$ cat config.mk
export PLATFORM = sky130hd
export DESIGN_NAME = bsk_ctrl
export DESIGN_NICKNAME = d
export VERILOG_FILES = /design/src/hw/rtl/bsk_pkg.sv /design/src/hw/rtl/bsk_ctrl.sv
export SDC_FILE = /design/constraint.sdc
export NUM_CORES = 1
export LEC_CHECK = 0
export BUFFER_PORTS_ARGS = -buffer_cell sky130_fd_sc_hd__buf_4
export CAP_MARGIN = 20
export CORE_MARGIN = 3
export CORE_UTILIZATION = 35
export DETAILED_ROUTE_END_ITERATION = 10
export PLACE_DENSITY = 0.64
export SLEW_MARGIN = 20
export SYNTH_ARGS = -nofsm -noshare
export SYNTH_HDL_FRONTEND = slang
export SYNTH_SLANG_ARGS = --single-unit
$ cat constraint.sdc
create_clock -name clk -period 1.8 [get_ports clk]
set_input_delay 0.09 -clock clk [delete_from_list [all_inputs] [get_ports clk]]
set_output_delay 0.09 -clock clk [all_outputs]
set_load 0.1 [all_outputs]
$ cat src/hw/rtl/bsk_pkg.sv
// package for the battery charge kalman filter: types, constants, arithmetic helpers
package bsk_pkg;

    localparam int FRAC_BITS_DEF = 24;
    localparam int REG_IDX_W = 3;
    localparam int CFG_DATA_W = 41;

    localparam logic [REG_IDX_W-1:0] REG_RC_DECAY = 3'd0;
    localparam logic [REG_IDX_W-1:0] REG_COULOMB = 3'd1;
    localparam logic [REG_IDX_W-1:0] REG_RC_RES = 3'd2;
    localparam logic [REG_IDX_W-1:0] REG_SER_RES = 3'd3;
    localparam logic [REG_IDX_W-1:0] REG_CHG_NOISE = 3'd4;
    localparam logic [REG_IDX_W-1:0] REG_RC_NOISE = 3'd5;
    localparam logic [REG_IDX_W-1:0] REG_MEAS_NOISE = 3'd6;
    localparam logic [REG_IDX_W-1:0] REG_SOC_MAX = 3'd7;

    localparam logic [1:0] MODE_INIT = 2'd0;
    localparam logic [1:0] MODE_PREDICT = 2'd1;
    localparam logic [1:0] MODE_UPDATE = 2'd2;
    localparam logic [1:0] MODE_UNUSED = 2'd3;

    typedef enum logic [4:0] {
        ST_IDLE,
        ST_P_DSOC, ST_P_DRIVE, ST_P_RCA, ST_P_DRB, ST_P_CU, ST_P_CL, ST_P_AP, ST_P_CR,
        ST_U_DROP, ST_U_SUM, ST_U_DIV1, ST_U_DIV2, ST_U_K1Y, ST_U_K2Y,
        ST_U_M1, ST_U_M2, ST_U_M3, ST_U_M4, ST_U_M5, ST_U_M6, ST_U_M7, ST_U_M8,
        ST_DONE
    } state_t;

    // multiplier operand selection
    typedef enum logic [3:0] {
        MS_DSOC, MS_DRIVE, MS_RCA, MS_DRB, MS_CU, MS_CL, MS_AP, MS_CR, MS_DROP,
        MS_K1Y, MS_K2Y, MS_C1P11, MS_K1P21, MS_C1P12, MS_K1P22, MS_C2P21
    } msel_t;

    // where the finished product goes
    typedef enum logic [3:0] {
        WB_NONE, WB_CHG, WB_T1, WB_T2, WB_VRC_DRB, WB_P12, WB_P21, WB_P22,
        WB_VRC_ADD, WB_T1_ACC, WB_T2_ACC, WB_S, WB_K1, WB_COV
    } wb_t;

    typedef struct packed {
        logic load_in;
        logic do_init;
        logic mul_go;
        msel_t msel;
        wb_t wb;
        logic sum_s;
        logic div_go;
        logic div_second;
        logic k1k2_extra;    // k1*p22, c2*p22 and k2*p12 products, selected via msel
    } cmd_t;

    typedef struct packed {
        logic mul_done;
        logic div_done;
        logic [1:0] mode;
    } status_t;

    function automatic logic signed [31:0] sat32(input logic signed [35:0] v);
        if (v > 36'sd2147483647) return 32'sh7fffffff;
        if (v < -36'sd2147483648) return 32'sh80000000;
        return v[31:0];
    endfunction

    function automatic logic signed [31:0] cap(input logic neg, input logic [63:0] m);
        logic [31:0] c;
        if (neg) c = (m > 64'h80000000) ? 32'h80000000 : m[31:0];
        else c = (m > 64'h7fffffff) ? 32'h7fffffff : m[31:0];
        return neg ? -$signed(c) : $signed(c);
    endfunction

endpackage

$ cat src/hw/rtl/bsk_ctrl.sv
// sequencer for init, predict and update steps
module bsk_ctrl (
    input  logic             clk,
    input  logic             rst_n,
    input  logic             in_valid,
    output logic             in_ready,
    output logic             out_valid,
    input  logic             out_ready,
    input  logic [1:0]       mode,
    input  bsk_pkg::status_t status,
    output bsk_pkg::cmd_t    cmd
);
    import bsk_pkg::*;
    state_t st_reg, st_next;
    logic go_reg, go_next;
    logic ov_reg, ov_next;
    logic acc;

    assign in_ready = (st_reg == ST_IDLE) && !ov_reg;
    assign acc = in_valid && in_ready;
    assign out_valid = ov_reg;

    always_comb
    begin
        st_next = st_reg;
        go_next = 1'b0;
        ov_next = ov_reg && !out_ready;
        unique case (st_reg)
            ST_IDLE:
                if (acc)
                begin
                    if (mode == MODE_PREDICT) begin st_next = ST_P_DSOC; go_next = 1'b1; end
                    else if (mode == MODE_UPDATE) begin st_next = ST_U_DROP; go_next = 1'b1; end
                    else ov_next = 1'b1;
                end
            ST_U_SUM: begin st_next = ST_U_DIV1; go_next = 1'b1; end
            ST_U_DIV1: if (status.div_done) begin st_next = ST_U_DIV2; go_next = 1'b1; end
            ST_U_DIV2: if (status.div_done) begin st_next = ST_U_K1Y; go_next = 1'b1; end
            ST_DONE: begin st_next = ST_IDLE; ov_next = 1'b1; end
            default:
                if (status.mul_done)
                begin
                    go_next = 1'b1;
                    unique case (st_reg)
                        ST_P_DSOC: st_next = ST_P_DRIVE;
                        ST_P_DRIVE: st_next = ST_P_RCA;
                        ST_P_RCA: st_next = ST_P_DRB;
                        ST_P_DRB: st_next = ST_P_CU;
                        ST_P_CU: st_next = ST_P_CL;
                        ST_P_CL: st_next = ST_P_AP;
                        ST_P_AP: st_next = ST_P_CR;
                        ST_U_DROP: begin st_next = ST_U_SUM; go_next = 1'b0; end
                        ST_U_K1Y: st_next = ST_U_K2Y;
                        ST_U_K2Y: st_next = ST_U_M1;
                        ST_U_M1: st_next = ST_U_M2;
                        ST_U_M2: st_next = ST_U_M3;
                        ST_U_M3: st_next = ST_U_M4;
                        ST_U_M4: st_next = ST_U_M5;
                        ST_U_M5: st_next = ST_U_M6;
                        ST_U_M6: st_next = ST_U_M7;
                        ST_U_M7: st_next = ST_U_M8;
                        default: begin st_next = ST_DONE; go_next = 1'b0; end
                    endcase
                end
        endcase
    end

    always_comb
    begin
        cmd = '0;
        cmd.load_in = acc;
        cmd.do_init = acc && (mode == MODE_INIT);
        cmd.msel = MS_DSOC;
        cmd.div_go = go_reg && (st_reg == ST_U_DIV1 || st_reg == ST_U_DIV2);
        cmd.mul_go = go_reg && !cmd.div_go;
        cmd.sum_s = (st_reg == ST_U_SUM);
        cmd.div_second = (st_reg == ST_U_DIV2);
        unique case (st_reg)
            ST_P_DSOC:  begin cmd.msel = MS_DSOC; cmd.wb = WB_CHG; end
            ST_P_DRIVE: begin cmd.msel = MS_DRIVE; cmd.wb = WB_T1; end
            ST_P_RCA:   begin cmd.msel = MS_RCA; cmd.wb = WB_T2; end
            ST_P_DRB:   begin cmd.msel = MS_DRB; cmd.wb = WB_VRC_DRB; end
            ST_P_CU:    begin cmd.msel = MS_CU; cmd.wb = WB_P12; end
            ST_P_CL:    begin cmd.msel = MS_CL; cmd.wb = WB_P21; end
            ST_P_AP:    begin cmd.msel = MS_AP; cmd.wb = WB_T1; end
            ST_P_CR:    begin cmd.msel = MS_CR; cmd.wb = WB_P22; end
            ST_U_DROP:  begin cmd.msel = MS_DROP; cmd.wb = WB_T1; end
            ST_U_K1Y:   begin cmd.msel = MS_K1Y; cmd.wb = WB_CHG; end
            ST_U_K2Y:   begin cmd.msel = MS_K2Y; cmd.wb = WB_VRC_ADD; end
            ST_U_M1:    begin cmd.msel = MS_C1P11; cmd.wb = WB_T1; end
            ST_U_M2:    begin cmd.msel = MS_K1P21; cmd.wb = WB_T1_ACC; end
            ST_U_M3:    begin cmd.msel = MS_C1P12; cmd.wb = WB_T2; end
            ST_U_M4:    begin cmd.msel = MS_K1P21; cmd.k1k2_extra = 1'b1; cmd.wb = WB_T2_ACC; end
            ST_U_M5:    begin cmd.msel = MS_C2P21; cmd.wb = WB_S; end
            ST_U_M6:    begin cmd.msel = MS_K1P22; cmd.wb = WB_K1; end
            ST_U_M7:    begin cmd.msel = MS_C2P21; cmd.k1k2_extra = 1'b1; cmd.wb = WB_S; end
            ST_U_M8:    begin cmd.msel = MS_K1P22; cmd.k1k2_extra = 1'b1; cmd.wb = WB_COV; end
            default:    begin cmd.msel = MS_DSOC; cmd.wb = WB_NONE; end
        endcase
    end

    always_ff @(posedge clk or negedge rst_n)
    begin
        if (!rst_n)
        begin
            st_reg <= ST_IDLE; go_reg <= 1'b0; ov_reg <= 1'b0;
        end
        else
        begin
            st_reg <= st_next; go_reg <= go_next; ov_reg <= ov_next;
        end
    end

    assert property (@(posedge clk) disable iff (!rst_n) acc |-> !ov_reg)
        else $error("item taken while result pending");
    assert property (@(posedge clk) disable iff (!rst_n)
        (out_valid && !out_ready) |=> out_valid)
        else $error("result dropped");
    assert property (@(posedge clk) disable iff (!rst_n)
        (st_reg != ST_IDLE) |-> !in_ready)
        else $error("ready while busy");
endmodule
==> impl_metrics.py, run 1 <==
metrics = {
    "run_status": {
        "status": "complete, but fails checks",
        "violations": "setup timing",
    },
    "timing": {
        "timing.hold.ws_ns": 0.1730,
        "setup_ws_ns": -0.01259,
        "slew_headroom_pct": 80.46,
        "finalCritPeriodShare_pct": 100.7,
        "fmax_mhz": 551.7,
        "finalHoldViolCount": 0,
        "rsz0062_at_grt": "true",
        "finalSetupViolations": 1,
        "skew_ns": 0.002953,
        "tightest_slew_ns": 0.2932,
        "slew_viol_final": 0,
        "setup-tns-final_ns": -0.01259,
        "min_period_ns": 1.813,
    },
    "cells_and_area": {
        "diodes": 0,
        "layout.nets": 205,
        "largest_reg_flops": 5,
        "syn_to_final_growth_pct": 79.36,
        "drive_above_1_share_pct": 56.02,
        "fill_cells": 231,
        "final_cells": 222,
    },
    "logic_synthesis": {
        "synth-compound-area-share_pct": 33.53,
        "synth-seq-cells": 7,
        "synth_top_family_by_area": "compound AO/OA/AOI/OAI gates",
        "synth_cell_types": 51,
        "synthMuxAreaShare_pct": 6.086,
        "synth_fa_ha_area_share_pct": 3.580,
        "synth.avg_cell_area_sq_um": 7.543,
        "synth_xor_area_share_pct": 0.8353,
        "synth_area_sq_mm": 0.001049,
        "ys_seq_area_share_pct": 16.71,
        "synth_fp_nets": 152,
        "synth-async-reset-ratio_pct": 100.0,
        "synth_flop_cell": "dfrtp_1",
        "ys_warn_count": 0,
        "synth_edf_count": 0,
        "synthCells": 139,
        "synthSimpleGateAreaFrac_pct": 28.76,
    },
    "clock_network": {
        "clkLatencyLatePin_ns": 0.25,
        "htree_num_levels": 1,
        "cts_tree": "built",
        "clk_path_buf_depth": 2,
        "cts_made_buffers": 3,
        "cts-root-buf": "clkbuf_4",
        "clock-sinks": 7,
        "path_clk_slew_ns": 0.05,
    },
    "drt": {
        "drt_wl_total_microns": 3552,
        "drtIter0Drc": 57,
        "dr.pass1.iters": 4,
        "wl_per_cell_microns": 16.00,
        "drc": 0,
        "vias": 1294,
        "via_per_inst": 5.829,
        "antenna_left": 0,
    },
    "floorplan": {
        "die_x_microns": 60.74,
        "die_area_sq_mm": 0.003689,
        "coreArea_sq_mm": 0.002805,
        "start_util_pct": 37.38,
        "pin_count": 27,
        "dieHeight_microns": 60.74,
        "rows": 19,
    },
    "worst_setup_path": {
        "worstSetupPathType": "flop to primary output",
        "crit_arrival_ns": 1.72,
        "startpoint_type": "flop",
        "cp_max_fo": 6,
        "end_kind": "primary output",
        "worstPathRequired_ns": 1.71,
        "r2r_slack_ns": 0.01,
    },
    "global_routing": {
        "grt_pass1_wl_microns": 5713,
        "overflow": 0,
        "grt_pass1_vias": 1242,
        "antenna_found_initial": 0,
        "grt_use_total_pct": 20.25,
        "grt_max_degree": 18,
    },
    "placement": {
        "io_buffers": 24,
        "dp_hpwl_microns": 2530,
        "place_worst_setup_slack_ns": -0.01988,
        "placedCellCount": 205,
        "gp_congestion": 0.7791,
    },
    "worst_hold_path": {
        "hp-class": "input port to flop",
    },
    "flow_run": {
        "cap_violations": 0,
    },
}
-- cells in the mapped netlist (2+ instances only) --
master	count	area [sq um]
buf_2	4	20.02
nor3_1	3	15.01
and3_1	3	18.77
o21ai_0	9	45.04
mux2_1	2	22.52
clkbuf_1	5	18.77
nand3_1	4	20.02
o221ai_1	3	26.28
mux2i_1	3	30.03
a21o_1	3	22.52
o22ai_1	2	12.51
buf_6	3	33.78
a21oi_1	8	40.04
ha_1	3	37.54
dfrtp_1	7	175.2
inv_1	7	26.28
o311a_1	2	20.02
nand2b_1	7	43.79
a211oi_4	2	40.04
nor2_1	14	52.55
nand2_1	11	41.29
a31oi_1	3	18.77
nand3b_1	2	15.01
o31a_1	2	17.52
-- placed cells by master, fill, tap and decap left out, types with 4 or more instances in the layout --
cell,n
o21ai_0,6
buf_6,11
buf_12,8
nor2_1,9
a21oi_1,4
buf_4,39
nand3_1,4
nand2_1,10
nor2_4,4
dfrtp_2,5
inv_1,5
nand2b_1,4
-- path summary, 6_finish.rpt --
| check | startpoint | endpoint | cells past startpoint |
|---|---|---|---|
| hold / removal | out_ready | out_valid$_DFF_PN0_ | 4 |
| min in group asynchronous | rst_n | st_reg[1]$_DFFE_PN0P_ | 2 |
| hold reg to reg | out_valid$_DFF_PN0_ | out_valid$_DFF_PN0_ | 2 |
| max in group asynchronous | rst_n | st_reg[4]$_DFFE_PN0P_ | 2 |
| setup reg to reg | st_reg[1]$_DFFE_PN0P_ | st_reg[1]$_DFFE_PN0P_ | 5 |
| setup / recovery | st_reg[1]$_DFFE_PN0P_ | cmd[9] | 7 |
-- repair_timing --
| action | CTS | global route |
|---|---|---|
| resized for setup | 44 | 23 |
| hold buffers | 1 | 0 |
| pin swaps | 5 | 8 |
| gates cloned | 0 | 0 |
| endpoints found under the setup margin | 15 | 17 |
| hold endpoints to repair | 7 | 0 |
| buffers inserted | 6 | 6 |
-- routing by layer --
| layer | GRT usage, % | vias up | share of wire, % |
|---|---|---|---|
| met3 | 3.617 | 2 | 4.9 |
| met4 | 3.715 | 0 | 0.34 |
| li1 | - | 619 | - |
| met1 | 24.97 | 630 | 40 |
| met5 | 0 | - | 0 |
| met2 | 36.95 | 43 | 55 |
-- critical path, stage by stage, from the launching register on --
cell and delay (ns):
dfrtp_2 0.46, buf_6 0.15, buf_4 0.14, nand2_4 0.07
a21oi_2 0.07, o221ai_2 0.21, o31a_4 0.19, buf_12 0.16
-- through the flow --
step / utilization (%) / instance area, sq um
floorplan: - / 1172
global placement: 53.66 / 1505
detailed placement: 53.66 / 1505
CTS: 62.36 / 1749
global route: 67.04 / 1881
finish: 67.04 / 1881
-- kinds of logic after synthesis --
kind of cell	count (synthesis)
AND/OR/NAND/NOR	54
AO/OA/AOI/OAI	47
buffers and inverters	21
flip-flops	7
multiplexers	6
adder cells (fa/ha/maj)	3
XOR/XNOR	1
-- cell type report --
class,count,area [sq um],share of cell area [%]
Multi-Input combinational cell,111,984.7,52.36
Tap cell,31,38.79,2.063
Clock buffer,4,26.28,1.397
Inverter,7,28.78,1.530
Timing Repair Buffer,62,620.6,33.00
Sequential cell,7,181.4,9.647
Power of run 1 is not shown: default switching activity piles up to over one toggle a cycle in this logic, so the estimate is an artifact.
==> run 2, diff against run 1 <==
- CORE_ASPECT_RATIO: not set -> 1.5
- CTS_CLUSTER_DIAMETER: not set -> 50
- PLACE_DENSITY: 0.64 -> 0.62
- clock period: 1.8 -> 2.1 ns (I/O delays scaled with it)
==> impl_metrics.py, run 2 (synthesized netlist as in run 1, its figures left out) <==
metrics = {
    "timing": {
        "min_period_ns": 1.985,
        "tightest_slew_ns": 0.4612,
        "skew_ns": 0.0009721,
        "finalHoldViolCount": 0,
        "fmax_mhz": 503.7,
        "slew_headroom_pct": 69.25,
        "finalCritPeriodShare_pct": 94.54,
        "rsz0062_at_grt": "false",
        "finalSetupViolations": 0,
        "slew_viol_final": 0,
    },
    "cells_and_area": {
        "design_area_sq_mm": 0.001411,
        "final_core_util_pct": 51.09,
        "layout.nets": 181,
        "final_cells": 204,
        "largest_reg_flops": 5,
        "diodes": 0,
        "drive_above_1_share_pct": 35.33,
        "most-common-layout-cells": "37 x buf_4, 12 x nor2_1, 11 x nand2_1",
        "fill_cells": 274,
        "syn_to_final_growth_pct": 34.61,
        "final_common_cell": "buf_4",
    },
    "drt": {
        "antenna_left": 0,
        "wl_per_cell_microns": 15.57,
        "via_per_inst": 5.873,
        "vias": 1198,
        "drt_wl_total_microns": 3177,
        "drtIter0Drc": 34,
        "drc": 0,
        "dr.pass1.iters": 4,
    },
    "floorplan": {
        "start_util_pct": 37.95,
        "die_x_microns": 50.69,
        "dieHeight_microns": 73.04,
        "die_area_sq_mm": 0.003702,
        "rows": 23,
        "pin_count": 27,
        "coreArea_sq_mm": 0.002763,
    },
    "worst_setup_path": {
        "startpoint_type": "flop",
        "end_kind": "primary output",
        "crit_buf_inv": 3,
        "crit_arrival_ns": 1.88,
        "cpLargestDelayFamily": "buffers and inverters",
        "worstSetupPathType": "flop to primary output",
        "crit_slowest_cell": "dfrtp_1",
        "cp_cell_sequence": "buf_4 > inv_1 > nand2_1 > o22ai_1 > a21o_1 > buf_4",
        "worstPathRequired_ns": 2.00,
        "cp_max_fo": 12,
        "critical-path-top-cell-by-count": "buf_4",
        "slowest_delay_ns": 0.42,
    },
    "placement": {
        "dp_hpwl_microns": 2461,
        "placed_area_sq_mm": 0.001351,
        "placedCellCount": 199,
        "io_buffers": 24,
        "gp_congestion": 0.9029,
    },
    "run_status": {
        "status": "finished, final reports clean",
    },
    "clock_network": {
        "clkLatencyLatePin_ns": 0.23,
        "clk_path_buf_depth": 2,
        "htree_num_levels": 1,
        "cts_tree": "built",
        "cts_made_buffers": 3,
        "clock-sinks": 7,
        "path_clk_slew_ns": 0.04,
        "cts-root-buf": "clkbuf_8",
    },
    "global_routing": {
        "grt_pass1_vias": 1087,
        "grt_use_total_pct": 17.67,
        "overflow": 0,
        "antenna_found_initial": 0,
        "grt_max_degree": 20,
        "grt_pass1_wl_microns": 4961,
    },
    "flow_run": {
        "cap_violations": 0,
    },
    "worst_hold_path": {
        "hp-class": "input port to flop",
    },
}
-- run 2: path summary, 6_finish.rpt --
check / depth (start not counted) / end / slack [ns] / startpoint
max: 6 / cmd[7] / 0.11 / st_reg[3]$_DFFE_PN0P_
max reg2reg: 4 / st_reg[1]$_DFFE_PN0P_ / 0.21 / st_reg[4]$_DFFE_PN0P_
min: 4 / out_valid$_DFF_PN0_ / 0.17 / out_ready
min in group asynchronous: 2 / st_reg[1]$_DFFE_PN0P_ / 0.23 / rst_n
max in group asynchronous: 2 / st_reg[0]$_DFFE_PN0P_ / 1.74 / rst_n
min reg2reg: 2 / out_valid$_DFF_PN0_ / 0.64 / out_valid$_DFF_PN0_
-- run 2: layer usage --
| layer | GRT usage, % | part of all wire [%] | up-vias |
|---|---|---|---|
| met4 | 12.57 | 3.2 | 0 |
| met3 | 1.840 | 5.2 | 7 |
| met5 | 0 | 0 | - |
| met1 | 19.63 | 40 | 571 |
| li1 | - | - | 570 |
| met2 | 30.81 | 51 | 50 |
-- run 2: area by class of cell --
cell class	count	area, sq um	share of cell area, %
clock buffer	4	45.04	3.191
inverter	7	26.28	1.862
multi-input combinational	111	828.3	58.69
timing repair buffer	38	287.8	20.39
tap	37	46.29	3.280
sequential	7	177.7	12.59
-- run 2: repair_timing --
item	in CTS	in global routing
setup endpoints to repair	1	4
gates resized for setup	1	2
buffers inserted	0	0
endpoints found under the hold margin	7	0
hold buffers	1	0
-- run 2: metrics by stage --
stage                     TNS, ns  hold slack [ns]  setup WS, ns
after CTS                       0           0.1706       0.03648
after floorplan            -1.023          -0.1906       -0.4352
after detailed placement        0         -0.07683        0.1975
final                           0           0.1733        0.1146
after global routing            0           0.1772       0.03624
after global placement          0         -0.07783        0.2356
-- run 2: tightest hold or removal path, delay by kind of cell --
kind                   cells  cell delay (ns)
buffers and inverters      2             0.15
AOI/OAI and AO/OA          2             0.11
Power of run 2 is left out for the same reason.
==> run 3, diff against run 2 <==
--- a/config.mk
+++ b/config.mk
@@ -14,2 +14,4 @@
 export DETAILED_ROUTE_END_ITERATION = 10
+export GPL_TIMING_DRIVEN = 0
+export MAX_ROUTING_LAYER = met4
 export PLACE_DENSITY = 0.62
--- a/constraint.sdc
+++ b/constraint.sdc
@@ -3,2 +3,2 @@
 set_output_delay 0.105 -clock clk [all_outputs]
-set_load 0.1 [all_outputs]
+set_load 0.005 [all_outputs]
==> impl_metrics.py, run 3 (synthesized netlist as in run 1, its figures left out) <==
metrics = {
    "timing": {
        "tightest_slew_ns": 0.4912,
        "skew_ns": 0.002356,
        "finalHoldViolCount": 0,
        "slew_viol_final": 0,
        "rsz0062_at_grt": "false",
        "finalSetupViolations": 0,
        "min_period_ns": 1.977,
        "setup-tns-final_ns": 0,
        "fmax_mhz": 505.8,
        "timing.hold.ws_ns": 0.2015,
        "finalCritPeriodShare_pct": 94.14,
        "slew_headroom_pct": 67.00,
    },
    "global_routing": {
        "gr-max-usage-layer": "met2",
        "grt_pass1_wl_microns": 5361,
        "antenna_found_initial": 0,
        "met1_usage_pct": 22.84,
        "grt_use_total_pct": 18.67,
        "grt_use_met3_pct": 2.454,
        "grt_max_degree": 11,
        "overflow": 0,
        "met2_usage_pct": 30.81,
        "grt_pass1_vias": 1195,
    },
    "power": {
        "p_leak_nw": 0.5999,
        "power_density_mw_per_mm2": 1642,
        "peakVddDrop_v": 0.0006900,
    },
    "worst_setup_path": {
        "startpoint_type": "flop",
        "worstSetupPathType": "flop to flop",
        "crit_arrival_ns": 2.06,
        "end_kind": "flop",
        "worstPathRequired_ns": 2.19,
        "r2r_slack_ns": 0.12,
        "cp_max_fo": 7,
    },
    "clock_network": {
        "cts_made_buffers": 3,
        "htree_num_levels": 1,
        "clk_path_buf_depth": 2,
        "cts_tree": "built",
        "cts-root-buf": "clkbuf_8",
        "post-cts-setup-buffer-count": 0,
        "path_clk_slew_ns": 0.04,
        "clkLatencyLatePin_ns": 0.22,
        "clock-sinks": 7,
    },
    "placement": {
        "placedCellCount": 200,
        "gp_congestion": 0.9331,
        "dp_hpwl_microns": 2443,
        "placed_area_sq_mm": 0.001275,
        "io_buffers": 24,
    },
    "floorplan": {
        "coreArea_sq_mm": 0.002763,
        "pin_count": 27,
        "dieHeight_microns": 73.04,
        "die_area_sq_mm": 0.003702,
        "start_util_pct": 37.95,
        "die_x_microns": 50.69,
        "rows": 23,
    },
    "cells_and_area": {
        "fill_cells": 308,
        "multi_input_area_sq_um": 763.2,
        "largest_reg_flops": 5,
        "drive_above_1_share_pct": 26.79,
        "final_cells": 205,
        "most-common-layout-cells": "25 x buf_4, 14 x nor2_1, 11 x nand2_1",
        "diodes": 0,
        "syn_to_final_growth_pct": 27.09,
        "seq_area_sq_um": 175.2,
        "layout.nets": 182,
        "final_common_cell": "buf_4",
        "design_area_sq_mm": 0.001333,
    },
    "drt": {
        "dr.pass1.iters": 4,
        "antenna_left": 0,
        "wl_per_cell_microns": 15.25,
        "drt_wl_total_microns": 3126,
        "vias": 1158,
        "drc": 0,
        "via_per_inst": 5.649,
        "drtIter0Drc": 71,
    },
    "run_status": {
        "status": "finished, final reports clean",
    },
    "flow_run": {
        "cap_violations": 0,
    },
    "worst_hold_path": {
        "hp-class": "input port to flop",
    },
}
==> run 3: changes by cell type in the layout (fill, tap and decap cells not counted), sizes merged <==
| cell | change |
|---|---|
| buf | -4 |
| clkbuf | +5 |
==> run 3: final cells by class <==
type                            instances  share of cell area [%]
Timing Repair Buffer                   25                   14.27
Tap cell                               37                   3.474
Buffer                                 14                   6.479
Clock buffer                            4                   3.380
Inverter                                7                   1.972
Multi-Input combinational cell        111                   57.28
Sequential cell                         7                   13.15
==> run 3: layer usage <==
metal  part of all wire [%]  up-vias
met2                     52       32
li1                       -      569
met3                    3.6        4
met1                     42      553
met5                      0        -
met4                    1.6        0
==> run 3: metrics by stage <==
| stage | worst slack (ns) | total power, W | utilization [%] |
|---|---|---|---|
| after global routing | 0.03231 | 0.002395 | 48.23 |
| after global placement | 0.1472 | 0.001975 | 46.15 |
| after detailed placement | 0.1449 | 0.001984 | 46.15 |
| after CTS | 0.03323 | 0.002177 | 48.14 |
| after floorplan | 0.3959 | 0.001401 | - |
| final | 0.1230 | 0.002188 | 48.23 |
==> run 3: what timing repair did <==
item,in CTS,in global routing
hold buffers,1,0
hold endpoints to repair,7,0
gates resized for setup,0,4
setup endpoints to repair,0,10
==> run 3: path summary, 6_finish.rpt <==
| kind | end | startpoint | cells past startpoint |
|---|---|---|---|
| hold reg to reg | out_valid$_DFF_PN0_ | out_valid$_DFF_PN0_ | 2 |
| hold / removal | out_valid$_DFF_PN0_ | out_ready | 4 |
| setup / recovery | st_reg[1]$_DFFE_PN0P_ | st_reg[1]$_DFFE_PN0P_ | 4 |
| setup reg to reg | st_reg[1]$_DFFE_PN0P_ | st_reg[1]$_DFFE_PN0P_ | 4 |
| max in group asynchronous | st_reg[0]$_DFFE_PN0P_ | rst_n | 2 |
| min in group asynchronous | st_reg[3]$_DFFE_PN0P_ | rst_n | 2 |
==> run 3: critical path: stages (launching register included) <==
cell and delay [ns]:
dfrtp_1 0.45, nor3_1 0.46, a211oi_2 0.17, a211oi_4 0.37, mux2_1 0.40
==> run 3: report_power, final <==
group	switching (W)	internal [W]
Sequential	0.0000672	0.000200
Clock	0.0000540	0.000131
Combinational	0.000945	0.000791
Total	0.00107	0.00112
No activity file was read; power rests on OpenSTA's default activity.
